`config.mk`:
```
export PLATFORM = sky130hd
export DESIGN_NAME = spoc_ctrl
export DESIGN_NICKNAME = d
export VERILOG_FILES = /design/src/sv/spoc_pkg.sv /design/src/sv/spoc_ctrl.sv
export SDC_FILE = /design/constraint.sdc
export NUM_CORES = 1
export LEC_CHECK = 0
export ABC_AREA = 1
export BUFFER_PORTS_ARGS = -buffer_cell sky130_fd_sc_hd__buf_2
export CORE_AREA = 5 5 42 44
export CTS_BUF_LIST = sky130_fd_sc_hd__clkbuf_8
export CTS_CLUSTER_SIZE = 24
export DETAILED_ROUTE_END_ITERATION = 16
export DIE_AREA = 0 0 47 49
export PLACE_DENSITY = 0.39
export SETUP_SLACK_MARGIN = 0.2
export SLEW_MARGIN = 20
export SYNTH_ARGS = -nofsm -noshare
export SYNTH_HDL_FRONTEND = slang
export SYNTH_SLANG_ARGS = --single-unit
```
`constraint.sdc`:
```
create_clock -name clock -period 2.1 [get_ports clock]
set_clock_uncertainty 0.05 [all_clocks]
set_input_delay 0.21 -clock clock [delete_from_list [all_inputs] [get_ports clock]]
set_output_delay 0.21 -clock clock [all_outputs]
set_load 0.03 [all_outputs]
```
`src/sv/spoc_pkg.sv`:
```
// spoc_pkg: shared types and constants for the stack pop order checker.
// Used by every module of the block but spoc_ram; depends on nothing.
package spoc_pkg;

   localparam int unsigned MaxLenDefault = 1024;
   localparam int unsigned DataWidth     = 32;

   // One input word: next push value, next pop value, end-of-sequence mark.
   typedef struct packed {
      logic signed [DataWidth-1:0] push_value;
      logic signed [DataWidth-1:0] pop_value;
      logic                        last_pair;
   } req_word_type;

   // One result word.
   typedef struct packed {
      logic order_valid;
      logic too_long;
   } rsp_word_type;

   // Controller to datapath.
   typedef struct packed {
      logic take;    // latch input word, push, store pop value
      logic pop;     // drop stack top, advance pop index, issue RAM reads
      logic load;    // refill cached top and wanted value from RAM data
      logic close;   // emit result, clear sequence
   } cmd_type;

   // Datapath to controller.
   typedef struct packed {
      logic pop_ok;    // stack top matches wanted pop value
      logic last;      // current sequence ends with the latched word
      logic out_free;  // result register can take a new word
   } status_type;

endpackage

```
`src/sv/spoc_ctrl.sv`:
```
// spoc_ctrl: sequencing state machine for the stack pop order checker.
// Depends on spoc_pkg for the command and status structs.
module spoc_ctrl (
   input  logic                  clock,
   input  logic                  reset,
   input  logic                  req_valid,
   output logic                  req_stall,
   input  spoc_pkg::status_type  status,
   output spoc_pkg::cmd_type     cmd
);

   typedef enum logic [3:0] {
      ST_IDLE  = 4'b0001,
      ST_CHECK = 4'b0010,
      ST_LOAD  = 4'b0100,
      ST_CLOSE = 4'b1000
   } state_type;

   state_type state_ff;
   state_type state_in;

   always_comb begin
      state_in  = state_ff;
      cmd       = '0;
      req_stall = 1'b1;
      case (state_ff)
         ST_IDLE: begin
            req_stall = 1'b0;
            if (req_valid) begin
               cmd.take = 1'b1;
               state_in = ST_CHECK;
            end
         end
         ST_CHECK: begin
            if (status.pop_ok) begin
               cmd.pop  = 1'b1;
               state_in = ST_LOAD;
            end else if (status.last) begin
               state_in = ST_CLOSE;
            end else begin
               state_in = ST_IDLE;
            end
         end
         ST_LOAD: begin
            cmd.load = 1'b1;
            state_in = ST_CHECK;
         end
         ST_CLOSE: begin
            if (status.out_free) begin
               cmd.close = 1'b1;
               state_in  = ST_IDLE;
            end
         end
         default: begin
            state_in = ST_IDLE;
         end
      endcase
   end

   always_ff @(posedge clock) begin
      if (reset) begin
         state_ff <= ST_IDLE;
      end else begin
         state_ff <= state_in;
      end
   end

endmodule

```
==> flow_summary_export.csv, run 1 <==
group,metric,value,unit
run_status,status,"finished, final reports clean",
setup_path,critPathKind,"reg2out",
placement,dpl.hpwl,509,µm
synthesis,seq_area_frac_synth,0.300,
sta,min_period,1.47,ns
placement,io_buffers,10,
global_route,grt_max_degree,7,
sta,rsz0062_at_grt,"false",
final_layout,syn2layout_area_growth,39.0,%
synthesis,synth-main-ff-cell,"dfxtp_1",
synthesis,synth_xor_area_frac,0,
detailed_routing,detail-route-antenna-nets,0,
synthesis,synth_fa_ha_area_frac,0,
final_layout,top_register,"state_ff",
flow_run,drv_cap,0,
floorplanning,die_h,49,µm
floorplanning,coreArea,1400,µm²
clock_tree,holdBufCountCts,0,
sta,tns,0,ns
synthesis,ys_warn_count,0,
worst_hold_path,hold_path_depth,2,
clock_tree,cts_setup_buffers,0,
pwr,peakVddDrop,0.322,mV
detailed_routing,routedWlPerCell,8.82,µm
final_layout,utilization,0.264,
synthesis,synth_area_leader_cell,"dfxtp_1",
final_layout,top_regs,"state_ff (4)",
synthesis,syn-mean-instance-area,6.20,µm²
sta,maxSlewViolCount,0,
detailed_routing,vias,285,
placement,gp_congestion,0.717,
pwr,leakagePower,0.201,nW
detailed_routing,drtIter0Drc,3,
clock_tree,clkSlewWorstSetupHoldPaths,0.03,ns
floorplanning,pin_count,11,
setup_path,cp-startpoint,"state_ff[3]$_SDFFE_PP0P_",
synthesis,synth_top_area_frac,0.300,
worst_hold_path,min_from,"reset",
global_route,grt_use_total,0.0669,
setup_path,reg2reg_slack,1.08,ns
placement,dpl_cell_area,329,µm²
worst_hold_path,hold_class,"in2reg",
floorplanning,die_area,2300,µm²
clock_tree,clk_path_buf_depth,2,
synthesis,synth_compound_area_frac,0.0188,
global_route,grt_pass1_wl,1070,µm
setup_path,reg2regPathDepth,4,
setup_path,setup.worst_path.start_class,"register",
final_layout,largest_register_ffs,4,
worst_hold_path,hold_path_end,"state_ff[1]$_SDFFE_PP0P_",
synthesis,ys_seq_elements,4,
clock_tree,cts_root_buf,"clkbuf_8",
detailed_routing,route.detailed.drc,0,
floorplanning,initial_core_util,0.190,
pwr,powerDensity,964,nW/µm²
setup_path,r2r-end,"state_ff[0]$_SDFFE_PP1P_",
synthesis,synth.area.mux_share,0,
floorplanning,rows,14,
clock_tree,cts_tree,"yes",
synthesis,synth_area_leaders,"dfxtp_1 30%, inv_1 11%, nand2_1 11%, nor2_1 9.9%, nand3_1 7.5%",
detailed_routing,dr.pass1.iters,2,
final_layout,layout-drive-gt1-share,0.327,
final_layout,final_net_count,63,
final_layout,fillerInstances,174,
clock_tree,worstSkewPairLatency,0.22,ns
sta,max_freq,682,MHz
sta,finalSetupViolations,0,
setup_path,arrival,1.21,ns
placement,place_inst,68,
synthesis,synth_edf_count,0,
final_layout,n_antenna_cell,0,
sta,fin_crit_sh,0.698,
pwr,finalPower,357,µW
final_layout,stdcell_count,71,
synthesis,synth_area,267,µm²
clock_tree,h-tree-depth,1,
setup_path,r2r_start,"state_ff[0]$_SDFFE_PP1P_",
synthesis,synth_cells,43,
global_route,antenna_found_initial,0,
synthesis,synth_common_cells,"8 x inv_1, 8 x nand2_1, 7 x nor2_1, 4 x dfxtp_1, 4 x nand3_1",
synthesis,synth-simple-area-share,0.526,
detailed_routing,via_per_inst,4.01,
clock_tree,cts_resized,0,
setup_path,cp.required,1.84,ns
synthesis,synth_cell_type_count,15,
synthesis,syn_nets,49,
floorplanning,dieWidth,47,µm
global_route,grt_remaining_overflow,0,
setup_path,endpoint_kind,"primary output",
synthesis,async_flop_share,0,
clock_tree,cts_sinks,4,
sta,hold_viol,0,
global_route,grt_pass1_vias,274,
synthesis,synth_top_family_by_area,"simple AND/OR/NAND/NOR gates",
sta,worst_pin_slew,0.238,ns
sta,slew_headroom,0.841,
setup_path,cp_max_fo,4,
final_layout,post-route-cell-area,370,µm²
clock_tree,numCtsBuffers,3,
detailed_routing,wirelength,626,µm
==> kinds of logic (layout without fill, tap and decap cells) <==
family                 count (synthesis)  count (layout)
buffers and inverters                 10              22
DFF                                    4               4
AOI/OAI and AO/OA                      1               1
and+or+nand+nor                       28              28
==> layer usage <==
layer / GRT usage / vias to the layer above / wire length, µm
met3: 0.0221 / 2 / 40
met1: 0.0746 / 114 / 294
met4: 0.0691 / 0 / 20
li1: - / 160 / -
met2: 0.0905 / 9 / 271
met5: 0 / - / 0
==> layout make-up <==
cell class                      count  area (µm²)  area share
Clock buffer                        3        41.3       0.111
Inverter                            9        33.8      0.0912
Multi-Input combinational cell     29         145       0.392
Sequential cell                     4        80.1       0.216
Tap cell                           16        20.0      0.0541
Timing Repair Buffer               10        50.0       0.135
==> power breakdown <==
| part | internal (mW) | leakage, nW | total, mW | switching, mW |
|---|---|---|---|---|
| clock | 0.122 | 0.0216 | 0.162 | 0.0398 |
| sequential | 0.0853 | 0.0328 | 0.0959 | 0.0106 |
| combinational | 0.0337 | 0.147 | 0.0991 | 0.0654 |
==> layout by cell type (no fill, tap or decap) <==
master,count
inv_1,8
clkbuf_8,3
nor2_1,7
nor3_1,1
buf_2,10
nor4_1,1
nand2_1,8
nand3_2,1
nor2_2,1
or2_2,1
a21oi_1,1
nand3_1,4
nand4_1,3
inv_2,1
nor2_4,1
dfxtp_1,4
==> stage by stage <==
stage,hold WS (ns),setup WS [ns]
3_5_place_dp,0.372,0.852
2_1_floorplan,0.229,0.391
5_1_grt,0.168,0.522
4_1_cts,0.143,0.614
3_3_place_gp,0.374,0.872
6_report,0.146,0.635
==> how the worst max path moves through the flow <==
stage | slack (ns) | to
after global routing | 0.52 | cmd[0]
after detailed placement | 0.85 | cmd[0]
after CTS | 0.61 | cmd[0]
final | 0.63 | cmd[0]
after floorplan | 0.39 | cmd[0]
after global placement | 0.87 | cmd[0]
==> worst max-delay path, stage by stage (launching register included) <==
cell,delay [ns]
dfxtp_1,0.39
inv_1,0.11
nor4_1,0.26
buf_2,0.24
(Power assumes the default switching activity.)
==> run 2, diff against run 1 <==
--- a/config.mk
+++ b/config.mk
@@ -5,14 +5,14 @@
 export SDC_FILE = /design/constraint.sdc
 export NUM_CORES = 1
 export LEC_CHECK = 0
-export ABC_AREA = 1
+export ABC_AREA = 0
 export BUFFER_PORTS_ARGS = -buffer_cell sky130_fd_sc_hd__buf_2
 export CORE_AREA = 5 5 42 44
 export CTS_BUF_LIST = sky130_fd_sc_hd__clkbuf_8
 export CTS_CLUSTER_SIZE = 24
 export DETAILED_ROUTE_END_ITERATION = 16
 export DIE_AREA = 0 0 47 49
-export PLACE_DENSITY = 0.39
+export PLACE_DENSITY = 0.38
 export SETUP_SLACK_MARGIN = 0.2
 export SLEW_MARGIN = 20
 export SYNTH_ARGS = -nofsm -noshare
==> constraint.sdc (replaced) <==
create_clock -name clock -period 1.32 [get_ports clock]
set_clock_uncertainty 0.05 [all_clocks]
set_input_delay 0.132 -clock clock [delete_from_list [all_inputs] [get_ports clock]]
set_output_delay 0.132 -clock clock [all_outputs]
set_load 0.03 [all_outputs]
==> run 2 against run 1 <==
Against the previous run:
- the run now ends with negative setup slack left
- register-to-register slack got worse by 1.1 ns
- clock power rose by 58%
- critical path depth did not move
- combinational power rose to 6.2 times the previous value
- sequential share of layout area is 4.5 points lower
- routed wire length up 15%
- worst setup slack got worse by 0.82 ns
- largest cell class unchanged
==> flow_summary_export.csv, run 2 <==
group,metric,value,unit
setup_path,critPathKind,"reg2out",
final_layout,layout-drive-gt1-share,0.729,
final_layout,n_antenna_cell,0,
synthesis,synth_area_leader_cell,"dfxtp_1",
pwr,switching_power,401,µW
clock_tree,cts_tree,"yes",
synthesis,synth_area_leaders,"dfxtp_1 33%, nor3b_1 9.4%, nor4b_1 7.3%, o21ai_0 6.3%, or4b_4 5.7%",
synthesis,syn_nets,33,
synthesis,synth_cells,27,
floorplanning,pin_count,11,
setup_path,cp.required,1.14,ns
floorplanning,coreArea,1400,µm²
synthesis,synth_compound_area_frac,0.198,
flow_run,drv_cap,0,
synthesis,synth-simple-area-share,0.406,
global_route,grt_use_total,0.0837,
clock_tree,cts_root_buf,"clkbuf_8",
pwr,peakVddDrop,0.968,mV
setup_path,setup.worst_path.start_class,"register",
sta,min_period,1.50,ns
placement,dpl_cell_area,364,µm²
synthesis,synth_xor_area_frac,0,
setup_path,cp_max_fo,3,
synthesis,synth_top_area_frac,0.333,
sta,rsz0062_at_grt,"true",
global_route,grt_remaining_overflow,0,
synthesis,synth.area.mux_share,0,
placement,gp_congestion,0.743,
detailed_routing,routedWlPerCell,11.3,µm
synthesis,syn-mean-instance-area,8.90,µm²
final_layout,syn2layout_area_growth,113,%
final_layout,post-route-cell-area,512,µm²
pwr,powerDensity,2130,nW/µm²
detailed_routing,dr.pass1.iters,1,
pwr,power.share.sequential,0.198,
final_layout,final_net_count,56,
detailed_routing,via_per_inst,4.42,
global_route,grt_pass1_wl,1320,µm
detailed_routing,wirelength,722,µm
pwr,p_int,687,µW
clock_tree,numCtsBuffers,3,
synthesis,synth_top_family_by_area,"simple AND/OR/NAND/NOR gates",
final_layout,fillerInstances,152,
clock_tree,worstSkewPairLatency,0.22,ns
final_layout,final_common_cell,"buf_6",
run_status,status,"finished with violations",
setup_path,endpoint_kind,"primary output",
synthesis,async_flop_share,0,
placement,post-place-ws,-0.0425,ns
clock_tree,cts_sinks,4,
detailed_routing,vias,283,
final_layout,top_regs,"state_ff (4)",
pwr,leakagePower,0.215,nW
synthesis,ys_warn_count,0,
sta,maxSlewViolCount,0,
detailed_routing,drtIter0Drc,0,
sta,worst_pin_slew,0.258,ns
synthesis,synth_area,240,µm²
synthesis,synth_fa_ha_area_frac,0,
clock_tree,clkSlewWorstSetupHoldPaths,0.03,ns
sta,finalSetupViolations,5,
worst_hold_path,hold_class,"in2reg",
synthesis,synth_edf_count,0,
placement,io_buffers,10,
synthesis,synth_cell_type_count,16,
final_layout,largest_register_ffs,4,
clock_tree,h-tree-depth,1,
clock_tree,clk_path_buf_depth,2,
global_route,grt_max_degree,6,
floorplanning,die_area,2300,µm²
sta,max_freq,666,MHz
floorplanning,dieWidth,47,µm
synthesis,yosysMostFrequentCell,"dfxtp_1",
setup_path,cpPeakStageDelay,0.56,ns
floorplanning,rows,14,
pwr,swShare,0.369,
final_layout,top_register,"state_ff",
synthesis,synth_common_cells,"4 x dfxtp_1, 3 x nor3b_1, 3 x o21ai_0",
global_route,antenna_found_initial,0,
setup_path,slowest_stage,"or4b_4",
synthesis,ys_seq_elements,4,
setup_path,arrival,1.32,ns
pwr,pwr-share-comb,0.567,
final_layout,final_cell_mix,"7 x buf_6, 6 x buf_2, 6 x buf_4",
run_status,violations,"negative setup slack",
global_route,grt_pass1_vias,320,
synthesis,synth-main-ff-cell,"dfxtp_1",
floorplanning,initial_core_util,0.171,
detailed_routing,route.detailed.drc,0,
pwr,pwr-share-clk,0.235,
sta,hold_viol,0,
detailed_routing,detail-route-antenna-nets,0,
synthesis,seq_area_frac_synth,0.333,
floorplanning,die_h,49,µm
sta,slew_headroom,0.825,
sta,fin_crit_sh,1.14,
sta,timing.final.ws_setup,-0.182,ns
placement,dpl.hpwl,560,µm
setup_path,worstPathCellList,"or4b_4 > nor2_4 > buf_6",
[run 2: timing repair]
item | 4_1_cts | 5_1_grt
hold buffers | 0 | 0
setup endpoints to repair | 9 | 9
buffers inserted | 2 | 1
endpoints found under the hold margin | 0 | 0
pin swaps | 5 | 1
gates resized for setup | 21 | 3
[run 2: routing by layer]
layer  share of wire  GRT usage  vias to the layer above
met2            0.53      0.120                       11
met4           0.046     0.0829                        0
met3           0.057     0.0221                        5
met5               0          0                        -
li1                -          -                      141
met1            0.37     0.0921                      126
[run 2: cell type report]
| cell class | count | area (µm²) | share of cell area |
|---|---|---|---|
| clock buffer | 3 | 41.3 | 0.0807 |
| inverter | 2 | 7.51 | 0.0147 |
| multi-input combinational | 20 | 201 | 0.394 |
| sequential | 4 | 87.6 | 0.171 |
| tap | 16 | 20.0 | 0.0391 |
| timing repair buffer | 19 | 154 | 0.301 |
[run 2: power by group through the flow]
stage / combinational, mW / clock [mW] / sequential (mW)
2_1_floorplan: 0.279 / 0 / 0.210
3_3_place_gp: 0.464 / 0 / 0.202
3_5_place_dp: 0.472 / 0 / 0.204
4_1_cts: 0.602 / 0.263 / 0.217
5_1_grt: 0.662 / 0.275 / 0.225
6_report: 0.617 / 0.256 / 0.216
[run 2: kinds of logic (layout without fill, tap and decap cells)]
kind of cell	after synthesis	after routing
DFF	4	4
AOI/OAI and AO/OA	7	7
buffers and inverters	3	24
and+or+nand+nor	13	13
[run 2: final timing paths]
kind                                               start                  endpoint  slack [ns]  cells past startpoint
worst min register to register  state_ff[1]$_SDFFE_PP0P_  state_ff[3]$_SDFFE_PP0P_        0.66                      4
worst max register to register  state_ff[1]$_SDFFE_PP0P_  state_ff[3]$_SDFFE_PP0P_       -0.04                      4
worst min-delay path                               reset  state_ff[2]$_SDFFE_PP0P_        0.06                      2
worst max-delay path            state_ff[1]$_SDFFE_PP0P_                    cmd[3]       -0.18                      3
[run 2: through the flow]
stage	TNS, ns	power [mW]	util	instances	hold slack [ns]
final	-0.473	1.09	0.365	64	0.0610
after global routing	-0.781	1.16	0.365	64	0.0768
after CTS	-0.520	1.08	0.354	63	0.0513
after detailed placement	-0.0425	0.676	0.260	58	0.275
after global placement	-0.0226	0.666	0.260	58	0.273
after floorplan	-0.0422	0.489	-	27	0.146
[run 2: critical path: cells and delay by family (launching register included)]
family | cells | cell delay [ns]
flops | 1 | 0.31
simple gates | 2 | 0.66
buf+inv | 1 | 0.13
==> run 3, diff against run 2 <==
--- a/config.mk
+++ b/config.mk
@@ -7,12 +7,14 @@
 export LEC_CHECK = 0
 export ABC_AREA = 0
 export BUFFER_PORTS_ARGS = -buffer_cell sky130_fd_sc_hd__buf_2
+export CELL_PAD_IN_SITES_DETAIL_PLACEMENT = 1
+export CELL_PAD_IN_SITES_GLOBAL_PLACEMENT = 2
 export CORE_AREA = 5 5 42 44
 export CTS_BUF_LIST = sky130_fd_sc_hd__clkbuf_8
 export CTS_CLUSTER_SIZE = 24
 export DETAILED_ROUTE_END_ITERATION = 16
 export DIE_AREA = 0 0 47 49
-export PLACE_DENSITY = 0.38
+export PLACE_DENSITY = 0.6
 export SETUP_SLACK_MARGIN = 0.2
 export SLEW_MARGIN = 20
 export SYNTH_ARGS = -nofsm -noshare
==> run 3 against run 2 <==
Against the previous run:
- the flow still finishes with violations (negative setup slack)
- critical endpoint unchanged
- final cell count up 1.6%
- sequential share of layout area down 0.80 points
- largest cell class unchanged
- critical path depth unchanged
- combinational power up 18%
- total power up 10%
- worst setup slack worse by 0.0055 ns
- die area unchanged
==> flow_summary_export.csv, run 3 (same netlist as run 2, synthesis figures left out) <==
group,metric,value,unit
final_layout,fillerInstances,172,
detailed_routing,route.detailed.drc,0,
setup_path,endpoint_kind,"primary output",
sta,rsz0062_at_grt,"true",
pwr,leakagePower,0.230,nW
setup_path,setup.worst_path.start_class,"register",
sta,maxSlewViolCount,0,
pwr,peakVddDrop,0.726,mV
pwr,p_int,780,µW
run_status,violations,"negative setup slack",
floorplanning,dieWidth,47,µm
global_route,grt_pass1_vias,298,
setup_path,reg2regPathDepth,4,
floorplanning,pin_count,11,
floorplanning,die_h,49,µm
setup_path,r2r-end,"state_ff[3]$_SDFFE_PP0P_",
placement,gp_congestion,0.694,
detailed_routing,via_per_inst,4.51,
detailed_routing,detail-route-antenna-nets,0,
sta,timing.final.ws_setup,-0.187,ns
setup_path,arrival,1.33,ns
pwr,pwr-share-clk,0.214,
setup_path,critPathKind,"reg2out",
final_layout,largest_register_ffs,4,
detailed_routing,wirelength,791,µm
setup_path,r2r_start,"state_ff[0]$_SDFFE_PP1P_",
placement,place_inst,58,
sta,finalSetupViolations,7,
setup_path,cp_max_fo,7,
setup_path,cp_top_family,"simple AND/OR/NAND/NOR gates",
worst_hold_path,hold_path_end,"state_ff[2]$_SDFFE_PP0P_",
setup_path,cpPeakStageDelay,0.51,ns
flow_run,drv_cap,0,
detailed_routing,routedWlPerCell,12.2,µm
clock_tree,clk_path_buf_depth,2,
worst_hold_path,min_from,"reset",
placement,io_buffers,10,
floorplanning,die_area,2300,µm²
setup_path,reg2reg_slack,-0.10,ns
final_layout,layout-drive-gt1-share,0.714,
pwr,switching_power,422,µW
final_layout,utilization,0.378,
final_layout,top_regs,"state_ff (4)",
pwr,finalPower,1.20,mW
clock_tree,holdBufCountCts,0,
floorplanning,coreArea,1400,µm²
floorplanning,rows,14,
sta,worst_pin_slew,0.329,ns
detailed_routing,vias,293,
setup_path,crit_buf_inv,1,
pwr,pwr-share-comb,0.607,
sta,fin_crit_sh,1.14,
floorplanning,initial_core_util,0.171,
clock_tree,h-tree-depth,1,
detailed_routing,drtIter0Drc,1,
pwr,power.share.sequential,0.179,
global_route,grt_max_degree,8,
placement,post-place-ws,-0.0407,ns
placement,dpl_cell_area,364,µm²
clock_tree,numCtsBuffers,3,
sta,slew_headroom,0.780,
setup_path,cp.required,1.14,ns
final_layout,top_register,"state_ff",
sta,hold_ws,0.0595,ns
sta,max_freq,663,MHz
final_layout,final_common_cell,"buf_6",
clock_tree,cts_root_buf,"clkbuf_8",
sta,tns,-0.731,ns
sta,min_period,1.51,ns
clock_tree,cts_sinks,4,
detailed_routing,dr.pass1.iters,2,
global_route,grt_remaining_overflow,0,
worst_hold_path,hold_class,"in2reg",
worst_hold_path,hold_path_depth,2,
clock_tree,clkSlewWorstSetupHoldPaths,0.03,ns
global_route,grt_pass1_wl,1210,µm
setup_path,worstPathCellList,"or4b_4 > nor2_4 > buf_6",
run_status,status,"finished with violations",
global_route,antenna_found_initial,0,
setup_path,slowest_stage,"or4b_4",
final_layout,post-route-cell-area,529,µm²
sta,hold_viol,0,
pwr,powerDensity,2270,nW/µm²
final_layout,n_antenna_cell,0,
pwr,swShare,0.351,
final_layout,syn2layout_area_growth,120,%
final_layout,final_cell_mix,"8 x buf_6, 7 x buf_4, 5 x buf_2",
placement,dpl.hpwl,570,µm
clock_tree,worstSkewPairLatency,0.22,ns
final_layout,final_net_count,57,
global_route,grt_use_total,0.0788,
final_layout,stdcell_count,65,
clock_tree,cts_tree,"yes",
[run 3: changes by cell type in the layout (fill, tap and decap cells not counted)]
cell      change
nor3b_1       +2
nor3b_2       -2
buf_2         -1
buf_4         +1
buf_6         +1
dfxtp_1       +1
dfxtp_2       -1
nor2b_1       -1
nor2b_4       +1
o311ai_1      -1
o311ai_2      +1
[run 3: repair_timing]
action                     CTS  global route
pin swaps                    5             4
hold endpoints to repair     0             0
buffers inserted             3             1
setup endpoints to repair    9             9
resized for setup           19             6
[run 3: area by class of cell]
type,count,area (µm²),share of cell area
multi-input cells,20,206,0.390
inverters,2,7.51,0.0142
flip-flops and latches,4,86.3,0.163
repair buffers,20,168,0.317
well taps,16,20.0,0.0378
clock buffers,3,41.3,0.0780
[run 3: layer usage]
metal	vias to the layer above	global-route usage	share of wire	wire length [µm]
met3	4	0.0332	0.068	54
met4	0	0.0968	0.048	38
met5	-	0	0	0
li1	143	-	-	-
met2	10	0.0928	0.48	376
met1	136	0.0899	0.41	321
[run 3: power by group through the flow]
stage	Combinational [mW]	Clock, mW	Sequential (mW)
finish	0.730	0.257	0.215
global route	0.782	0.280	0.222
CTS	0.653	0.263	0.214
detailed placement	0.470	0	0.205
global placement	0.459	0	0.205
floorplan	0.279	0	0.210
[run 3: worst max-delay path by stage]
stage | startpoint | endpoint | slack (ns) | depth (start not counted)
floorplan | state_ff[2]$_SDFFE_PP0P_ | cmd[3] | -0.04 | 2
global placement | state_ff[2]$_SDFFE_PP0P_ | cmd[3] | -0.02 | 3
detailed placement | state_ff[2]$_SDFFE_PP0P_ | cmd[3] | -0.04 | 3
CTS | state_ff[1]$_SDFFE_PP0P_ | cmd[3] | -0.20 | 3
global route | state_ff[0]$_SDFFE_PP1P_ | cmd[3] | -0.23 | 3
finish | state_ff[0]$_SDFFE_PP1P_ | cmd[3] | -0.19 | 3
